$ cat src/sv/ptw_pkg.sv
// shared types, widths and codes for the four-level page table walker
package ptw_pkg;

  localparam int VA_W    = 48;
  localparam int FRAME_W = 40;
  localparam int ADDR_W  = 52;
  localparam int ROOT_W  = 64;
  localparam int ENTRY_W = 64;
  localparam int IDX_W   = 9;

  localparam logic CMD_START = 1'b0;
  localparam logic CMD_DATA  = 1'b1;

  localparam logic KIND_READ = 1'b0;
  localparam logic KIND_DONE = 1'b1;

  localparam logic [1:0] PAGE_4K = 2'd0;
  localparam logic [1:0] PAGE_2M = 2'd1;
  localparam logic [1:0] PAGE_1G = 2'd2;

  localparam logic [2:0] ST_OK        = 3'd0;
  localparam logic [2:0] ST_MISS_L4   = 3'd1;
  localparam logic [2:0] ST_MISS_L3   = 3'd2;
  localparam logic [2:0] ST_MISS_L2   = 3'd3;
  localparam logic [2:0] ST_MISS_L1   = 3'd4;
  localparam logic [2:0] ST_SELF_MAP  = 3'd5;
  localparam logic [2:0] ST_ZERO_FRM  = 3'd6;
  localparam logic [2:0] ST_UNEXP_DAT = 3'd7;

  localparam logic [1:0] LVL_PML4 = 2'd3;
  localparam logic [1:0] LVL_PDPT = 2'd2;
  localparam logic [1:0] LVL_PD   = 2'd1;
  localparam logic [1:0] LVL_PT   = 2'd0;

  localparam int BIT_PRESENT = 0;
  localparam int BIT_LARGE   = 7;

  typedef struct packed {
    logic                 cmd;
    logic [ROOT_W-1:0]    root;
    logic [VA_W-1:0]      virt_addr;
    logic [ENTRY_W-1:0]   entry;
    logic                 read_failed;
  } in_item_t;

  typedef struct packed {
    logic                 kind;
    logic [ADDR_W-1:0]    address;
    logic [1:0]           pg_size;
    logic [2:0]           status;
  } out_item_t;

  typedef struct packed {
    logic                 busy;
    logic [1:0]           level;
    logic [VA_W-1:0]      walk_addr;
    logic [FRAME_W-1:0]   root_frame;
  } walk_state_t;

endpackage

$ cat src/sv/ptw_step.sv
// combinational next-state and result logic for one walker item
module ptw_step import ptw_pkg::*; (
  input  in_item_t          item,
  input  walk_state_t       state,
  input  logic [ROOT_W-1:0] default_root,
  output out_item_t         result,
  output walk_state_t       state_nxt
);

  logic [ROOT_W-1:0]  cr3;
  logic [FRAME_W-1:0] new_root;
  logic [FRAME_W-1:0] frame;
  logic [IDX_W-1:0]   idx;
  logic [ADDR_W-1:0]  phys_1g;
  logic [ADDR_W-1:0]  phys_2m;
  logic [ADDR_W-1:0]  phys_4k;
  logic [2:0]         miss_status;
  logic               present;
  logic               big_page;

  assign cr3      = (item.root != '0) ? item.root : default_root;
  assign new_root = cr3[12 +: FRAME_W];
  assign frame    = item.entry[12 +: FRAME_W];
  assign present  = item.entry[BIT_PRESENT] && !item.read_failed;
  assign big_page = item.entry[BIT_LARGE];

  assign phys_1g = {item.entry[51:30], state.walk_addr[29:0]};
  assign phys_2m = {item.entry[51:21], state.walk_addr[20:0]};
  assign phys_4k = {item.entry[51:12], state.walk_addr[11:0]};

  // index of the next table entry, taken from the latched address
  always_comb begin
    unique case (state.level)
      LVL_PML4: idx = state.walk_addr[30 +: IDX_W];
      LVL_PDPT: idx = state.walk_addr[21 +: IDX_W];
      default:  idx = state.walk_addr[12 +: IDX_W];
    endcase
  end

  always_comb begin
    unique case (state.level)
      LVL_PML4: miss_status = ST_MISS_L4;
      LVL_PDPT: miss_status = ST_MISS_L3;
      LVL_PD:   miss_status = ST_MISS_L2;
      default:  miss_status = ST_MISS_L1;
    endcase
  end

  always_comb begin
    state_nxt        = state;
    result.kind      = KIND_DONE;
    result.address   = '0;
    result.pg_size   = PAGE_4K;
    result.status    = ST_OK;

    priority if (item.cmd == CMD_START) begin
      state_nxt.busy       = 1'b1;
      state_nxt.level      = LVL_PML4;
      state_nxt.walk_addr  = item.virt_addr;
      state_nxt.root_frame = new_root;
      result.kind          = KIND_READ;
      result.address       = {new_root, item.virt_addr[39 +: IDX_W], 3'b000};
    end else if (!state.busy) begin
      result.status = ST_UNEXP_DAT;
    end else if (!present) begin
      state_nxt.busy  = 1'b0;
      state_nxt.level = LVL_PT;
      result.status   = miss_status;
    end else begin
      unique case (state.level)
        LVL_PML4: begin
          if (frame == state.root_frame) begin
            state_nxt.busy  = 1'b0;
            state_nxt.level = LVL_PT;
            result.status   = ST_SELF_MAP;
          end else begin
            state_nxt.level = LVL_PDPT;
            result.kind     = KIND_READ;
            result.address  = {frame, idx, 3'b000};
          end
        end
        LVL_PDPT: begin
          if (big_page) begin
            state_nxt.busy  = 1'b0;
            state_nxt.level = LVL_PT;
            if (item.entry[51:30] == '0) begin
              result.status = ST_ZERO_FRM;
            end else begin
              result.address = phys_1g;
              result.pg_size = PAGE_1G;
            end
          end else begin
            state_nxt.level = LVL_PD;
            result.kind     = KIND_READ;
            result.address  = {frame, idx, 3'b000};
          end
        end
        LVL_PD: begin
          if (big_page) begin
            state_nxt.busy  = 1'b0;
            state_nxt.level = LVL_PT;
            if (item.entry[51:21] == '0) begin
              result.status = ST_ZERO_FRM;
            end else begin
              result.address = phys_2m;
              result.pg_size = PAGE_2M;
            end
          end else begin
            state_nxt.level = LVL_PT;
            result.kind     = KIND_READ;
            result.address  = {frame, idx, 3'b000};
          end
        end
        default: begin
          state_nxt.busy  = 1'b0;
          state_nxt.level = LVL_PT;
          if (frame == '0) begin
            result.status = ST_ZERO_FRM;
          end else begin
            result.address = phys_4k;
          end
        end
      endcase
    end
  end

endmodule

$ cat src/sv/x86_64_page_table_walker.sv
// four-level page table walker: one item in, one result item out
// the result is registered and shows on out_valid in the cycle after the input is accepted
// throughput: one item per cycle while out_ready is high, set by the single output
//   register; the next item is taken in the same cycle the held result is taken
// reset (rst_n low, synchronous): idle, level 0, no result held, default root 0
module x86_64_page_table_walker import ptw_pkg::*; (
  input  logic              clk,
  input  logic              rst_n,
  input  logic              in_valid,
  output logic              in_ready,
  input  in_item_t          in_item,
  output logic              out_valid,
  input  logic              out_ready,
  output out_item_t         out_item,
  input  logic              cfg_we,
  input  logic [ROOT_W-1:0] cfg_data
);

  walk_state_t       state_r;
  walk_state_t       state_nxt;
  out_item_t         out_item_r;
  out_item_t         result;
  logic              out_valid_r;
  logic [ROOT_W-1:0] default_root_r;
  logic              in_fire;

  assign in_ready  = !out_valid_r || out_ready;
  assign in_fire   = in_valid && in_ready;
  assign out_valid = out_valid_r;
  assign out_item  = out_item_r;

  ptw_step u_step (
    .item         (in_item),
    .state        (state_r),
    .default_root (default_root_r),
    .result       (result),
    .state_nxt    (state_nxt)
  );

  always_ff @(posedge clk) begin
    if (!rst_n) begin
      state_r        <= '0;
      out_valid_r    <= 1'b0;
      default_root_r <= '0;
    end else begin
      if (cfg_we) begin
        default_root_r <= cfg_data;
      end
      if (in_fire) begin
        state_r     <= state_nxt;
        out_valid_r <= 1'b1;
      end else if (out_ready) begin
        out_valid_r <= 1'b0;
      end
    end
  end

  // result payload, loaded only on accept
  always_ff @(posedge clk) begin
    if (in_fire) begin
      out_item_r <= result;
    end
  end

endmodule
$ cat config.mk
export PLATFORM = sky130hd
export DESIGN_NAME = x86_64_page_table_walker
export DESIGN_NICKNAME = d
export VERILOG_FILES = /design/src/sv/ptw_pkg.sv /design/src/sv/ptw_step.sv /design/src/sv/x86_64_page_table_walker.sv
export SDC_FILE = /design/constraint.sdc
export NUM_CORES = 1
export LEC_CHECK = 0
export ABC_AREA = 1
export BUFFER_PORTS_ARGS = -buffer_cell sky130_fd_sc_hd__buf_2
export CORE_ASPECT_RATIO = 1.4
export CORE_MARGIN = 2
export CORE_UTILIZATION = 46
export CTS_CLUSTER_SIZE = 12
export DETAILED_ROUTE_END_ITERATION = 8
export PLACE_DENSITY = 0.77
export SLEW_MARGIN = 15
export SYNTH_ARGS = -nofsm -noshare
export SYNTH_HDL_FRONTEND = slang
export SYNTH_SLANG_ARGS = --single-unit
$ cat constraint.sdc
create_clock -name clk -period 2.2 [get_ports clk]
set_clock_uncertainty 0.05 [all_clocks]
set_input_delay 0.55 -clock clk [delete_from_list [all_inputs] [get_ports clk]]
set_output_delay 0.55 -clock clk [all_outputs]
set_load 0.01 [all_outputs]
# After elaboration in Yosys (flattened, before gate mapping)
# Index checks and enable logic that the tools add are counted.
[word_totals]
reg_bits = 193
inputBits = 247
output_inout_bits = 60
[classes]
n_reduce_logical = 14
bitwise_logic = 1
eq_ne = 5
muxes = 35
[ops]
columns = ["operator", "n"]
rows = [
  ["$mux W52", 5],
  ["$pmux W52 S3", 1],
  ["$mux W55", 2],
  ["$mux W54", 2],
  ["$reduce_bool A64 Y1", 1],
  ["$mux W53", 1],
  ["$eq A40 B40 Y1", 1],
  ["$logic_not A40 Y1", 1],
  ["$logic_not A31 Y1", 1],
  ["$mux W3", 9],
  ["$pmux W3 S3", 3],
  ["$logic_not A22 Y1", 1],
  ["$pmux W9 S2", 1],
  ["$mux W5", 2],
  ["$mux W1", 6],
  ["$eq A2 B2 Y1 const B", 2],
  ["$pmux W2 S2", 1],
  ["$reduce_and A2 Y1", 2],
  ["$reduce_and A3 Y1", 1],
  ["$eq A2 B1 Y1 const B", 1],
  ["$logic_and A1 B1 Y1", 2],
  ["$logic_not A1 Y1", 2],
  ["$mux W2", 1],
  ["$ne A2 B1 Y1 const B", 1],
  ["5 further kinds", 5],
]

# Longest topological paths before layout
[logic_depth]
ltp_word = 7
depth_mapped = 15
ltp_nobuf = 15

# Modules after synthesis
# From an unflattened synthesis, not the netlist that was laid out.
[hier_totals]
hier_cells = 1917
area_unflattened_um2 = 12490.7
[modules_own_cells]
columns = ["mod", "n_inst", "cells_each", "area_each_um2", "seq_area_each_um2"]
rows = [
  ["x86_64_page_table_walker", 1, 937, 8084.0, 4864.7],
  ["ptw_step", 1, 980, 4406.7, 0.0],
]

# Worst setup path after synthesis
# OpenSTA, ideal clock, no wires.
[synth_timing]
path_type = "input port to flip-flop"
from = "input out_ready"
to = "register out_item_r (netlist bit out_item[0]) (enable)"
required_time_ns = 1.737
slack_ns = -0.249
arrival_time_ns = 1.986
path_stages = 4
setup_time_ns = 0.413
path_cell_list = "inv_1 > nand2_1 > nand2_1 > inv_1"
[synth_between]
elab_chain_len = 2
[synth_rtl]
columns = ["item", "line", "rtl"]
rows = [
  ["start, declared", "x86_64_page_table_walker.sv:13", "input logic out_ready,"],
  ["$logic_or A1 B1 Y1", "x86_64_page_table_walker.sv:27", "assign in_ready = !out_valid_r || out_ready;"],
  ["named net in_ready", "x86_64_page_table_walker.sv:10", "output logic in_ready,"],
  ["$logic_and A1 B1 Y1", "x86_64_page_table_walker.sv:28", "assign in_fire = in_valid && in_ready;"],
  ["named net in_fire", "x86_64_page_table_walker.sv:25", "logic in_fire;"],
  ["end signal, assigned", "x86_64_page_table_walker.sv:61", "out_item_r <= result;"],
  ["end, declared", "x86_64_page_table_walker.sv:21", "out_item_t out_item_r;"],
]
# The timed path passes the listed nets, and every way through them passes these cells.
# A chain may end at the register's enable or synchronous reset.

==> results.yml <==
setup_path:
  reg2reg_from: "state_r[88]$_SDFFE_PN0P_"
  r2r_cells: 11
  critPathArrivalTime_ps: 2400
  reg2reg_slack_ps: 150
  critPathCaptureType: "register"
  worstReg2RegEnd: "out_item[29]$_DFFE_PP_"
  worstSetupPathType: "input port to register"
  crit_fanout: 40
  cp-start-kind: "input port"
  required_ps: 2440
detailed_routing:
  final_antenna_net_count: 0
  drt_iter0_drc: 671
  drt-vias-per-instance: 5.21
  remaining_drc_errors: 0
  drt-total-wl_um: 29400
  wl_per_cell_um: 16.1
  vias: 9522
  first_pass_iters: 5
floorplan:
  chipHeight_um: 172
  start_util_pct: 46.8
  die_w_um: 124
  pin_count: 307
  fp-row-count: 61
  coreArea_um2: 19800
  fp.dieArea_um2: 21300
clocking:
  path_clk_slew_ps: 70
  root_buffer: "clkbuf_16"
  htreeDepth: 4
  clockBufferDepth: 2
  cts_buffers: 17
  cts_tree: "yes"
  cts_hold_buf: 0
  cts_sinks: 181
  clk_latency_ps: 440
global_route:
  grt_pass1_wl_um: 44500
  grt_pass1_vias: 8995
  antenna_found_initial: 1
  grtUsageTotal_pct: 27.3
  grt_start_max_net_pins: 81
  grt_overflow: 0
synth:
  syn-cell-area_um2: 9240
  synth_cell_types: 37
  netlist.area_leader.share_pct: 26.6
  yosysWarningCount: 0
  synthCells: 1240
  ys.flop_type: "dfxtp_1"
  syn_avg_cell_area_um2: 7.45
  ys_seq_area_share_pct: 45.5
  netlist_top_cells_area: "dfxtp_1, edfxtp_1, nand2_1, o21ai_0, inv_1"
  synth_most_common_cell: "nand2_1"
  yosys-top-cells-count: "nand2_1, inv_1, o21ai_0, a21oi_1, dfxtp_1"
  yosys.area.top_type: "dfxtp_1"
  synthArstFlopShare_pct: 0
  synthesis.nets: 1491
  synth-edff-count: 58
  ys_seq_elements: 181
power_and_ir_drop:
  clkPwrFrac_pct: 37.0
  comb_power_share_pct: 17.6
  p_seq_share_pct: 45.4
  switching_share_pct: 29.0
  power.leakage_nw: 5.73
  intPower_mw: 5.90
  p_per_area_nw_per_um2: 683
  p_sw_mw: 2.41
  vdd_ir_drop_max_uv: 551
worst_hold_path:
  hp-class: "input port to register"
  hold_depth: 3
  holdPathEnd: "default_root_r[18]$_SDFFE_PN0P_"
  min_from: "cfg_data[18]"
timing:
  setup-violations-final: 0
  period_needed_ps: 2160
  fin_crit_sh_pct: 98.0
  max_freq_ghz: 0.464
  rsz0062_at_grt: "false"
  tightest_slew_ps: 517
  worst_slack_ps: 43.6
  slew_headroom_pct: 65.5
  slew_violations: 0
  final-hold-violation-count: 0
finish:
  instances_no_fill: 1827
  nets: 1812
  area.growth.synth_to_final_pct: 31.6
  drive_gt1_share_pct: 26.5
status:
  outcome: "complete, no violations"
placement:
  io_buffers: 260
  dp.cells: 1794
  dpl.hpwl_um: 22000
  place_worst_setup_slack_ps: -384
  gp_congestion: 0.896
job:
  cap_violations: 0
[metal layers]
metal,wire length [um],GRT usage (%)
met5,0,0
met2,15000,48.4
met4,1160,12.9
met1,11600,31.9
met3,1670,4.01
[area by class of cell]
type | instances | area (um2)
fillers | 1786 | 7600
flip-flops and latches | 181 | 4200
multi-input cells | 797 | 4040
repair buffers | 371 | 2280
inverters | 193 | 729
clock buffers | 17 | 425
well taps | 252 | 315
clock inverters | 15 | 160
diodes | 1 | 2.50
[worst max-delay path by stage]
| stage | start | endpoint | slack (ps) |
|---|---|---|---|
| 2_1_floorplan | out_ready | out_item[0]$_SDFFCE_PN0P_ | 20 |
| 3_3_place_gp | in_item[158] | out_item[29]$_DFFE_PP_ | -420 |
| 3_5_place_dp | in_item[146] | out_item[29]$_DFFE_PP_ | -380 |
| 4_1_cts | in_item[146] | out_item[29]$_DFFE_PP_ | 70 |
| 5_1_grt | in_item[43] | out_item[28]$_DFFE_PP_ | 10 |
| 6_report | in_item[146] | out_item[22]$_DFFE_PP_ | 40 |
[logic make-up (layout without fill, tap and decap cells)]
| group | Yosys count | count (layout) | synth area share [%] |
|---|---|---|---|
| simple gates | 396 | 396 | 18.4 |
| compound gates | 372 | 372 | 22.3 |
| buf+inv | 262 | 596 | 11.0 |
| flops | 181 | 181 | 45.5 |
| xor+xnor | 25 | 25 | 2.37 |
| fa+ha+maj | 4 | 4 | 0.541 |
| other cells | 0 | 1 | 0 |
[through the flow]
step / cell area [um2] / util (%) / setup TNS, ps / hold WS [ps] / total power [mW]
3_5_place_dp: 11600 / 58.5 / -22170 / 397 / 5.28
6_report: 12200 / 61.5 / 0 / 333 / 8.31
3_3_place_gp: 11600 / 58.5 / -23820 / 390 / 5.25
4_1_cts: 12100 / 61.4 / 0 / 312 / 8.33
2_1_floorplan: 9250 / - / 0 / 380 / 4.60
5_1_grt: 12200 / 61.5 / 0 / 332 / 8.65
[cells in the final DEF, fill, tap and decap left out, drive strengths merged]
cell type | netlist | final
dfxtp | 123 | 123
inv | 190 | 195
nor2 | 48 | 48
diode | 0 | 1
or2 | 1 | 1
buf | 18 | 371
a211oi | 1 | 1
o21ai | 159 | 159
xnor2 | 25 | 25
nand2 | 231 | 231
nand4 | 10 | 10
nor4 | 19 | 19
and2 | 1 | 1
o211ai | 1 | 1
nand3 | 76 | 76
nor3 | 8 | 8
o22ai | 9 | 9
bufinv | 0 | 1
nand3b | 1 | 1
clkinvlp | 0 | 4
a21boi | 1 | 1
edfxtp | 58 | 58
a21oi | 131 | 131
clkbuf | 51 | 17
a31oi | 2 | 2
a311oi | 2 | 2
ha | 4 | 4
o21bai | 66 | 66
nor3b | 1 | 1
clkinv | 3 | 8
[state kept, by name, indices dropped and copies added (netlist names)]
| register | cells |
|---|---|
| state_r | 82 |
| out_item | 58 |
| out_valid | 1 |
| default_root_r | 40 |
[worst max-delay path, stage by stage]
cell and delay (ps):
buf_2 110, nor4_1 420, buf_4 180, nand4_1 80, nor2_1 210, nand2_1 130
buf_12 190, o21bai_1 300, nand2_1 80, nand2_1 130
[repair_timing]
item                                    in CTS  in global routing
hold endpoints to repair                     0                  0
setup buffers                                0                  0
gates resized for setup                      0                  4
endpoints found under the setup margin       0                 20
[power by group through the flow]
stage	registers, mW	clock network (mW)	logic (mW)
after floorplan	3.87	0	0.733
after global placement	3.84	0	1.41
after detailed placement	3.85	0	1.44
after CTS	3.77	3.11	1.45
after global routing	3.79	3.25	1.61
final	3.77	3.07	1.46
(Power assumes the default switching activity.)
